$ cat src/dsc_pkg.sv
// ----------------------------------------------------------------------------
// dsc_pkg
// Shared types and constants for the dual stack with compare
// ----------------------------------------------------------------------------
`timescale 1ns / 1ps

package dsc_pkg;

    localparam int STACK_DEPTH = 16;
    localparam int ADDR_W      = (STACK_DEPTH > 1) ? $clog2(STACK_DEPTH) : 1;
    localparam int CNT_W       = 5;
    localparam int DATA_W      = 8;
    localparam int REQ_W       = 3;

    localparam logic [REQ_W-1:0] REQ_PUSH_A  = 3'd0;
    localparam logic [REQ_W-1:0] REQ_PUSH_B  = 3'd1;
    localparam logic [REQ_W-1:0] REQ_POP_A   = 3'd2;
    localparam logic [REQ_W-1:0] REQ_POP_B   = 3'd3;
    localparam logic [REQ_W-1:0] REQ_COMPARE = 3'd4;

    typedef enum logic [1:0] {
        ST_IDLE,
        ST_POP,
        ST_CMP_RD,
        ST_CMP_CHK
    } state_t;

endpackage

$ cat src/dsc_ram.sv
// ----------------------------------------------------------------------------
// dsc_ram
// Generic single-write, single-read ram with registered read data
// ----------------------------------------------------------------------------
`timescale 1ns / 1ps

module dsc_ram #(
    parameter int WIDTH = 8,
    parameter int DEPTH = 16
) (
    input  logic                                    clk,
    input  logic                                    we,
    input  logic [((DEPTH > 1) ? $clog2(DEPTH) : 1)-1:0] waddr,
    input  logic [WIDTH-1:0]                        wdata,
    input  logic [((DEPTH > 1) ? $clog2(DEPTH) : 1)-1:0] raddr,
    output logic [WIDTH-1:0]                        rdata
);

    logic [WIDTH-1:0] mem [DEPTH];

    always_ff @(posedge clk)
    begin
        if (we)
        begin
            mem[waddr] <= wdata;
        end
        rdata <= mem[raddr];
    end

endmodule

$ cat src/dual_stack_with_compare.sv
// ----------------------------------------------------------------------------
// dual_stack_with_compare
// Two bounded byte stacks with push, pop and drain-compare requests
// ----------------------------------------------------------------------------
// A request is taken when start is high and busy is low; its one result word
// shows on the result ports for a single cycle with done high, the cycle after
// the request finishes, and must be captured then. Push, failed pop and unused
// codes finish in the accept cycle, so a new request can follow every cycle.
// A successful pop keeps busy high while the stack ram read completes. Compare
// keeps busy high until a stack is empty or a popped pair differs; each pair is
// read from both rams in ST_CMP_RD and its bytes are checked in ST_CMP_CHK.
// count_a and count_b always show the current fill and are valid with done.
`timescale 1ns / 1ps

module dual_stack_with_compare (
    input  logic                        clk,
    input  logic                        rst_n,
    input  logic                        start,
    output logic                        busy,
    input  logic [dsc_pkg::REQ_W-1:0]   req_type,
    input  logic [dsc_pkg::DATA_W-1:0]  push_value,
    output logic                        done,
    output logic                        ok,
    output logic [dsc_pkg::DATA_W-1:0]  pop_value,
    output logic                        equal,
    output logic [dsc_pkg::CNT_W-1:0]   count_a,
    output logic [dsc_pkg::CNT_W-1:0]   count_b
);

    import dsc_pkg::*;

    localparam logic [CNT_W-1:0] CNT_ONE  = CNT_W'(1);
    localparam logic [CNT_W-1:0] CNT_ZERO = '0;
    localparam logic [CNT_W-1:0] CNT_FULL = CNT_W'(STACK_DEPTH);

    state_t              state_reg, state_next;
    logic [CNT_W-1:0]    count_a_reg, count_a_next;
    logic [CNT_W-1:0]    count_b_reg, count_b_next;
    logic                pop_sel_reg, pop_sel_next;
    logic                done_reg, done_next;
    logic                ok_reg, ok_next;
    logic [DATA_W-1:0]   pop_value_reg, pop_value_next;
    logic                equal_reg, equal_next;

    logic                we_a, we_b;
    logic [CNT_W-1:0]    dec_a, dec_b;
    logic [DATA_W-1:0]   q_a, q_b;
    logic                accept;

    assign accept = start && (state_reg == ST_IDLE);
    assign dec_a  = count_a_reg - CNT_ONE;
    assign dec_b  = count_b_reg - CNT_ONE;

    // both rams always read the current top, so a pop or compare step sees it next cycle
    dsc_ram #(
        .WIDTH (DATA_W),
        .DEPTH (STACK_DEPTH)
    ) u_ram_a (
        .clk   (clk),
        .we    (we_a),
        .waddr (count_a_reg[ADDR_W-1:0]),
        .wdata (push_value),
        .raddr (dec_a[ADDR_W-1:0]),
        .rdata (q_a)
    );

    dsc_ram #(
        .WIDTH (DATA_W),
        .DEPTH (STACK_DEPTH)
    ) u_ram_b (
        .clk   (clk),
        .we    (we_b),
        .waddr (count_b_reg[ADDR_W-1:0]),
        .wdata (push_value),
        .raddr (dec_b[ADDR_W-1:0]),
        .rdata (q_b)
    );

    always_ff @(posedge clk or negedge rst_n)
    begin
        if (!rst_n)
        begin
            state_reg   <= ST_IDLE;
            count_a_reg <= '0;
            count_b_reg <= '0;
            pop_sel_reg <= 1'b0;
            done_reg    <= 1'b0;
        end
        else
        begin
            state_reg   <= state_next;
            count_a_reg <= count_a_next;
            count_b_reg <= count_b_next;
            pop_sel_reg <= pop_sel_next;
            done_reg    <= done_next;
        end
    end

    always_ff @(posedge clk)
    begin
        ok_reg        <= ok_next;
        pop_value_reg <= pop_value_next;
        equal_reg     <= equal_next;
    end

    always_comb
    begin
        state_next     = state_reg;
        count_a_next   = count_a_reg;
        count_b_next   = count_b_reg;
        pop_sel_next   = pop_sel_reg;
        done_next      = 1'b0;
        ok_next        = ok_reg;
        pop_value_next = pop_value_reg;
        equal_next     = equal_reg;
        we_a           = 1'b0;
        we_b           = 1'b0;

        case (state_reg)
            ST_IDLE:
            begin
                if (accept)
                begin
                    ok_next        = 1'b0;
                    pop_value_next = '0;
                    equal_next     = 1'b0;
                    case (req_type)
                        REQ_PUSH_A:
                        begin
                            done_next = 1'b1;
                            if (count_a_reg < CNT_FULL)
                            begin
                                we_a         = 1'b1;
                                count_a_next = count_a_reg + CNT_ONE;
                                ok_next      = 1'b1;
                            end
                        end
                        REQ_PUSH_B:
                        begin
                            done_next = 1'b1;
                            if (count_b_reg < CNT_FULL)
                            begin
                                we_b         = 1'b1;
                                count_b_next = count_b_reg + CNT_ONE;
                                ok_next      = 1'b1;
                            end
                        end
                        REQ_POP_A:
                        begin
                            if (count_a_reg != CNT_ZERO)
                            begin
                                count_a_next = dec_a;
                                pop_sel_next = 1'b0;
                                state_next   = ST_POP;
                            end
                            else
                            begin
                                done_next = 1'b1;
                            end
                        end
                        REQ_POP_B:
                        begin
                            if (count_b_reg != CNT_ZERO)
                            begin
                                count_b_next = dec_b;
                                pop_sel_next = 1'b1;
                                state_next   = ST_POP;
                            end
                            else
                            begin
                                done_next = 1'b1;
                            end
                        end
                        REQ_COMPARE:
                        begin
                            ok_next    = 1'b1;
                            state_next = ST_CMP_RD;
                        end
                        default:
                        begin
                            done_next = 1'b1;
                        end
                    endcase
                end
            end

            ST_POP:
            begin
                ok_next        = 1'b1;
                pop_value_next = pop_sel_reg ? q_b : q_a;
                done_next      = 1'b1;
                state_next     = ST_IDLE;
            end

            ST_CMP_RD:
            begin
                if (count_a_reg == CNT_ZERO || count_b_reg == CNT_ZERO)
                begin
                    equal_next = (count_a_reg == CNT_ZERO) && (count_b_reg == CNT_ZERO);
                    done_next  = 1'b1;
                    state_next = ST_IDLE;
                end
                else
                begin
                    // tops are read at this edge, pair is consumed either way
                    count_a_next = dec_a;
                    count_b_next = dec_b;
                    state_next   = ST_CMP_CHK;
                end
            end

            ST_CMP_CHK:
            begin
                if (q_a != q_b)
                begin
                    equal_next = 1'b0;
                    done_next  = 1'b1;
                    state_next = ST_IDLE;
                end
                else
                begin
                    state_next = ST_CMP_RD;
                end
            end

            default:
            begin
                state_next = ST_IDLE;
            end
        endcase
    end

    assign busy      = (state_reg != ST_IDLE);
    assign done      = done_reg;
    assign ok        = ok_reg;
    assign pop_value = pop_value_reg;
    assign equal     = equal_reg;
    assign count_a   = count_a_reg;
    assign count_b   = count_b_reg;

endmodule

$ cat config.mk
export PLATFORM = sky130hd
export DESIGN_NAME = dual_stack_with_compare
export DESIGN_NICKNAME = d
export VERILOG_FILES = /design/src/dsc_pkg.sv /design/src/dsc_ram.sv /design/src/dual_stack_with_compare.sv
export SDC_FILE = /design/constraint.sdc
export NUM_CORES = 1
export LEC_CHECK = 0
export ABC_AREA = 1
export ABC_CLOCK_PERIOD_IN_PS = 2000
export BUFFER_PORTS_ARGS = -buffer_cell sky130_fd_sc_hd__buf_4
export CORE_ASPECT_RATIO = 1.1
export CORE_MARGIN = 5
export CORE_UTILIZATION = 50
export CTS_CLUSTER_SIZE = 20
export DETAILED_ROUTE_END_ITERATION = 10
export PLACE_DENSITY = 0.7
export RECOVER_POWER = 25
export SYNTH_ARGS = -nofsm -noshare
export SYNTH_HDL_FRONTEND = slang
export SYNTH_HIERARCHICAL = 1
export SYNTH_SLANG_ARGS = --single-unit
$ cat constraint.sdc
create_clock -name clk -period 2 [get_ports clk]
set_clock_uncertainty 0.1 [all_clocks]
set_input_delay 0.1 -clock clk [delete_from_list [all_inputs] [get_ports clk]]
set_output_delay 0.1 -clock clk [all_outputs]
set_load 0.01 [all_outputs]
== Word level (Yosys, flattened, before mapping) ==
Memory sizes are Yosys's and may differ from the RTL's. A register that Yosys moved wholly into a read port is not among the register bits.
Cells that the tools add are included.

* Add/sub/neg operators: 4
* Magnitude comparators: 2
* Equality and inequality tests: 21
* Muxes and demuxes: 51
* Reductions and logical operators: 20

{| class="wikitable"
|+ Operators with widths
! kind !! count
|-
| $mux W5 || 8
|-
| $pmux W5 S2 || 4
|-
| $mux W1 || 23
|-
| $mux W8 || 2
|-
| $pmux W8 S2 || 1
|-
| $ne A2 B2 Y1 const B || 6
|-
| $ne A3 B3 Y1 const B || 4
|-
| $reduce_and A6 Y1 || 2
|-
| $add A5 B1 Y5 const B || 2
|-
| $logic_not A5 Y1 || 2
|-
| $lt A5 B5 Y1 const B || 2
|-
| $mux W2 || 5
|-
| $reduce_bool A5 Y1 || 2
|-
| $sub A5 B1 Y5 const B || 2
|-
| $pmux W1 S3 || 3
|-
| $ne A8 B8 Y1 || 1
|-
| $pmux W2 S4 || 1
|-
| $reduce_and A4 Y1 || 2
|-
| $reduce_bool A2 Y1 || 4
|-
| $eq A3 B2 Y1 const B || 2
|-
| $ne A3 B1 Y1 const B || 2
|-
| $pmux W2 S3 || 1
|-
| $reduce_and A5 Y1 || 1
|-
| $eq A2 B2 Y1 const B || 2
|-
| 12 further kinds || 14
|}

* Register bits: 24
* Bits in writable memories: 256
* Input bits: 14
* Output and inout bits: 22
* Word-level logic and storage cells: 108
* Memories kept: 2

{| class="wikitable"
|+ Memory list
! memory !! words !! width !! rd ports !! clocked after Yosys merged registers in !! write ports !! RTL line !! RTL
|-
| u_ram_a.mem || 16 || 8 || 1 || 1 || 1 || dsc_ram.sv:19 || <nowiki>logic [WIDTH-1:0] mem [DEPTH];</nowiki>
|-
| u_ram_b.mem || 16 || 8 || 1 || 1 || 1 || dsc_ram.sv:19 ||
|}

== Logic depth before layout (Yosys ltp) ==
* Depth in word-level cells: 7
* Gate-level depth with buffers: 10
* Mapped depth without buffers: 10

== Cells and area by module ==
Netlist, hierarchy kept.

{| class="wikitable"
|+ By module, submodules not included
! module !! instances !! cells an instance !! area each (µm²) !! sequential area each (µm²)
|-
| dsc_ram || 2 || 551 || 5766.8 || 4003.8
|-
| dual_stack_with_compare || 1 || 230 || 1791.7 || 650.6
|}

== Worst setup path after synthesis ==
Ideal clock, no wire load.

* Path type: flip-flop to flip-flop
* Start: register state_reg[0]
* End: memory u_ram_a.mem[12][0] (enable)
* Data arrival time: 1569 ps
* Data required time: 1530 ps
* Path slack: -39 ps
* Stages on the path, launching flop included: 8
* Buffers on the path: 0
* Path through: dfrtp_1 -> inv_2 -> nand2_2 -> nor2_4 -> inv_1 -> nor2_1 -> nand3_1 -> nor2_1

* Longest elaborated chain between the ends: 6

{| class="wikitable"
|+ RTL lines
! item !! RTL line !! RTL
|-
| start, declared || dual_stack_with_compare.sv:36 || <nowiki>state_t state_reg, state_next;</nowiki>
|-
| start signal, assigned || dual_stack_with_compare.sv:91 || <nowiki>state_reg <= state_next;</nowiki>
|-
| $logic_not A2 Y1 * || dual_stack_with_compare.sv:50, dual_stack_with_compare.sv:119 ||
|-
| $logic_and A1 B1 Y1 || dual_stack_with_compare.sv:50 || <nowiki>assign accept = start && (state_reg == ST_IDLE);</nowiki>
|-
| $mux W1 || dual_stack_with_compare.sv:122 || <nowiki>if (accept)</nowiki>
|-
| $mux W1 * || dual_stack_with_compare.sv:119 || <nowiki>case (state_reg)</nowiki>
|-
| net we_a || dual_stack_with_compare.sv:45 || <nowiki>logic we_a, we_b;</nowiki>
|-
| $mux W1 * || dsc_ram.sv:23 || <nowiki>if (we)</nowiki>
|-
| $mux W1 (implied by the code) * || dsc_ram.sv:25 || <nowiki>mem[waddr] <= wdata;</nowiki>
|-
| end, declared || dsc_ram.sv:19 ||
|}

Mark *: on every way through the listed nets, which the timed path passes. The rest lies on a longest branch.

== Worst setup path after layout ==
* Start: register state_reg[1]
* End: memory u_ram_a.mem[4][7] (enable)

The elaborated chain is that of the path after synthesis.

==> impl_metrics.py <==
metrics = {
    "status": {
        "run_status": "completed",
    },
    "placement": {
        "dp_hpwl_um": 19230,
        "dpl_worst_slack_ns": 0.05030,
        "io_buffers": 35,
        "place_congestion": 0.9425,
    },
    "setup_path": {
        "endpoint_kind": "flop",
        "path_class": "reg2reg",
        "worst-path-max-fanout": 8,
        "worstPathArrival_ns": 2.10,
        "required_ns": 2.15,
        "rrSetupSlack_ns": 0.05,
        "start_kind": "flop",
    },
    "power_and_ir_drop": {
        "vdd_drop_max_v": 0.001061,
        "power_density_nw_per_um2": 1475,
        "p_leak_nw": 6.779,
    },
    "synthesis": {
        "syn-num-nets": 1350,
        "synthCells": 1332,
        "ys_ff_latch": 296,
        "synth_top_area_share_pct": 59.94,
        "ys_warn_count": 6,
        "avgSynthCellArea_um2": 10.00,
        "ys_types": 35,
        "synth_top_area_cell": "edfxtp_1",
        "synth.area.top_cells": "edfxtp_1, nand2_1, nand3_1",
        "ys_seq_area_share_pct": 64.98,
        "syn_area_um2": 13330,
    },
    "hold_path": {
        "hold_path_class": "in2reg",
    },
    "die": {
        "die_h_um": 181.2,
        "num_rows": 62,
        "die-area_um2": 30020,
        "die_w_um": 165.7,
        "start_util_pct": 50.82,
        "io_pins": 36,
        "core-area_um2": 26220,
    },
    "timing": {
        "rsz0062_at_grt": "yes",
        "drv_slew": 0,
        "period_minus_slack_ns": 1.949,
        "hold_viol": 0,
        "worst_pin_slew_ns": 0.8917,
        "finalHoldWorstSlack_ns": 0.3877,
        "slew-limit-headroom_pct": 40.55,
        "setup_viol": 0,
        "layout_setup_ws_ns": 0.05060,
        "fin_crit_sh_pct": 97.47,
        "fmax_mhz": 513.0,
    },
    "global_routing": {
        "grt.overflow.total": 0,
        "grt_max_degree": 65,
        "grt_pass1_vias": 9016,
        "grt_pass1_wl_um": 48480,
        "grt_usage_pct": 20.17,
        "antenna_found_initial": 0,
    },
    "drt": {
        "antenna_left": 0,
        "wire_per_inst_um": 17.04,
        "drtIter0Drc": 952,
        "num_vias": 9193,
        "drt-total-wl_um": 30770,
        "vias_per_cell": 5.090,
        "drt-pass1-iter-count": 6,
        "route.detailed.drc": 0,
    },
    "clock_tree": {
        "tritoncts": "done",
        "clk_path_buf_depth": 3,
        "h-tree-depth": 1,
        "cts_root_buffer": "clkbuf_16",
        "clkSinkCount": 296,
        "clkLatencyLatePin_ns": 0.55,
        "clkTransAtPathRegs_ns": 0.06,
        "cts_buffers": 31,
    },
    "finish": {
        "syn_to_final_growth_pct": 15.61,
        "drive_gt1_share_pct": 13.48,
        "reg_top3": "u_ram_a/mem: 128 flops, u_ram_b/mem: 128 flops",
        "fin_nets": 1448,
        "diodes": 0,
    },
    "run": {
        "cap_violations": 0,
    },
}
==> placed cells by master, fill, tap and decap left out, types with 4 or more instances in the layout <==
master         netlist  layout
a21oi_1             11      11
buf_4                9      91
clkbuf_1             1       9
clkbuf_16            0      31
clkbuf_2             0       6
clkbuf_8             0       8
clkinv_2             0       5
dfrtp_1             14      14
dfxtp_1             16      16
dlygate4sd3_1        0      16
edfxtp_1           266     266
ha_1                 4       4
inv_1              227     224
inv_2               16      17
nand2_1            399     399
nand2_2              6       5
nand3_1            212     212
nand3b_1             4       4
nand4_1              6       6
nor2_1              44      42
nor2_2               3       4
nor2_4               5       6
o21ai_0             10      10
o21ai_1              8       8
xor2_1               8       8
==> repair_timing <==
item | CTS | global route
hold buffers | 16 | 0
endpoints found under the setup margin | 0 | 120
buffers inserted | 0 | 2
endpoints found under the hold margin | 277 | 0
gates resized for setup | 0 | 12
==> area by class of cell <==
type,instances,area [um^2]
fillers,2228,10810
well taps,352,440.4
inverters,245,924.6
repair buffers,117,935.9
clock buffers,48,919.6
multi-input cells,739,3403
clock inverters,9,123.9
flip-flops and latches,296,8658
==> logic make-up after synthesis <==
group	after synthesis	synth area share, %
and+or+nand+nor	690	22.76
buffers and inverters	297	9.653
DFF	296	64.98
AOI/OAI and AO/OA	31	1.202
xor gates and xnor gates	14	1.033
adders and majority gates	4	0.3756
==> stage by stage <==
stage	TNS, ns	util, %	power (mW)	cell area [um^2]	std cells
after floorplan	-6.105	-	14.13	13330	1332
after global placement	0	54.03	16.76	14170	1731
after detailed placement	0	54.03	16.85	14170	1731
after CTS	0	58.62	22.72	15370	1804
after global routing	-0.1536	58.76	24.09	15410	1806
final	0	58.76	22.72	15410	1806
==> power by group <==
part / internal [mW] / leakage, nW / switching [mW]
sequential: 7.26 / 2.72 / 0.335
clock: 3.53 / 0.516 / 2.26
combinational: 3.06 / 3.55 / 6.29
==> critical path: stages (launching register included) <==
cell and delay (ns):
dfrtp_1 0.41, inv_2 0.11, nand2_4 0.08, nor2_4 0.09, inv_2 0.06, nor2_1 0.09
buf_4 0.14, nand3b_1 0.21, nor2_1 0.19, buf_6 0.16
==> worst paths after layout <==
kind / from / endpoint / cells after the start
min in group asynchronous: rst_n / done / 3
worst min-delay path: start / state_reg[0] / 4
worst min register to register: count_b[1] / count_b[1] / 2
max in group asynchronous: rst_n / count_a[3] / 3
worst max register to register: state_reg[1] / u_ram_a/mem[4][7] / 9
worst max-delay path: state_reg[1] / u_ram_a/mem[4][7] / 9
==> per-layer routing <==
| layer | track usage (%) | share of wire (%) | vias up |
|---|---|---|---|
| met4 | 6.700 | 3.6 | 0 |
| met3 | 2.514 | 6.0 | 78 |
| met1 | 26.48 | 41 | 4318 |
| met5 | 0 | 0 | - |
| li1 | - | - | 4468 |
| met2 | 34.97 | 49 | 329 |
==> synth_stat cells <==
cell and n:
a21boi_1 1, nand3b_1 4, o21bai_1 1, clkbuf_1 1
nand2_1 399, a21oi_1 11, nand3_1 212, o21ai_0 10
ha_1 4, inv_2 16, nor2_1 44, nor2_2 3
nand4_1 6, xor2_2 2, buf_1 2, clkinv_1 2
nor3_1 1, nand3_2 3, buf_2 26, o21ai_1 8
dfrtp_1 14, xnor2_1 4, nand3_4 2, nand2_2 6
nand2_4 2, or2_1 1, xor2_1 8, nor2_4 5
nand2_8 1, buf_4 9, buf_6 14, inv_1 227
dfxtp_1 16, edfxtp_1 266, nor3_2 1
Note: power is estimated with default switching activity, not from simulation.
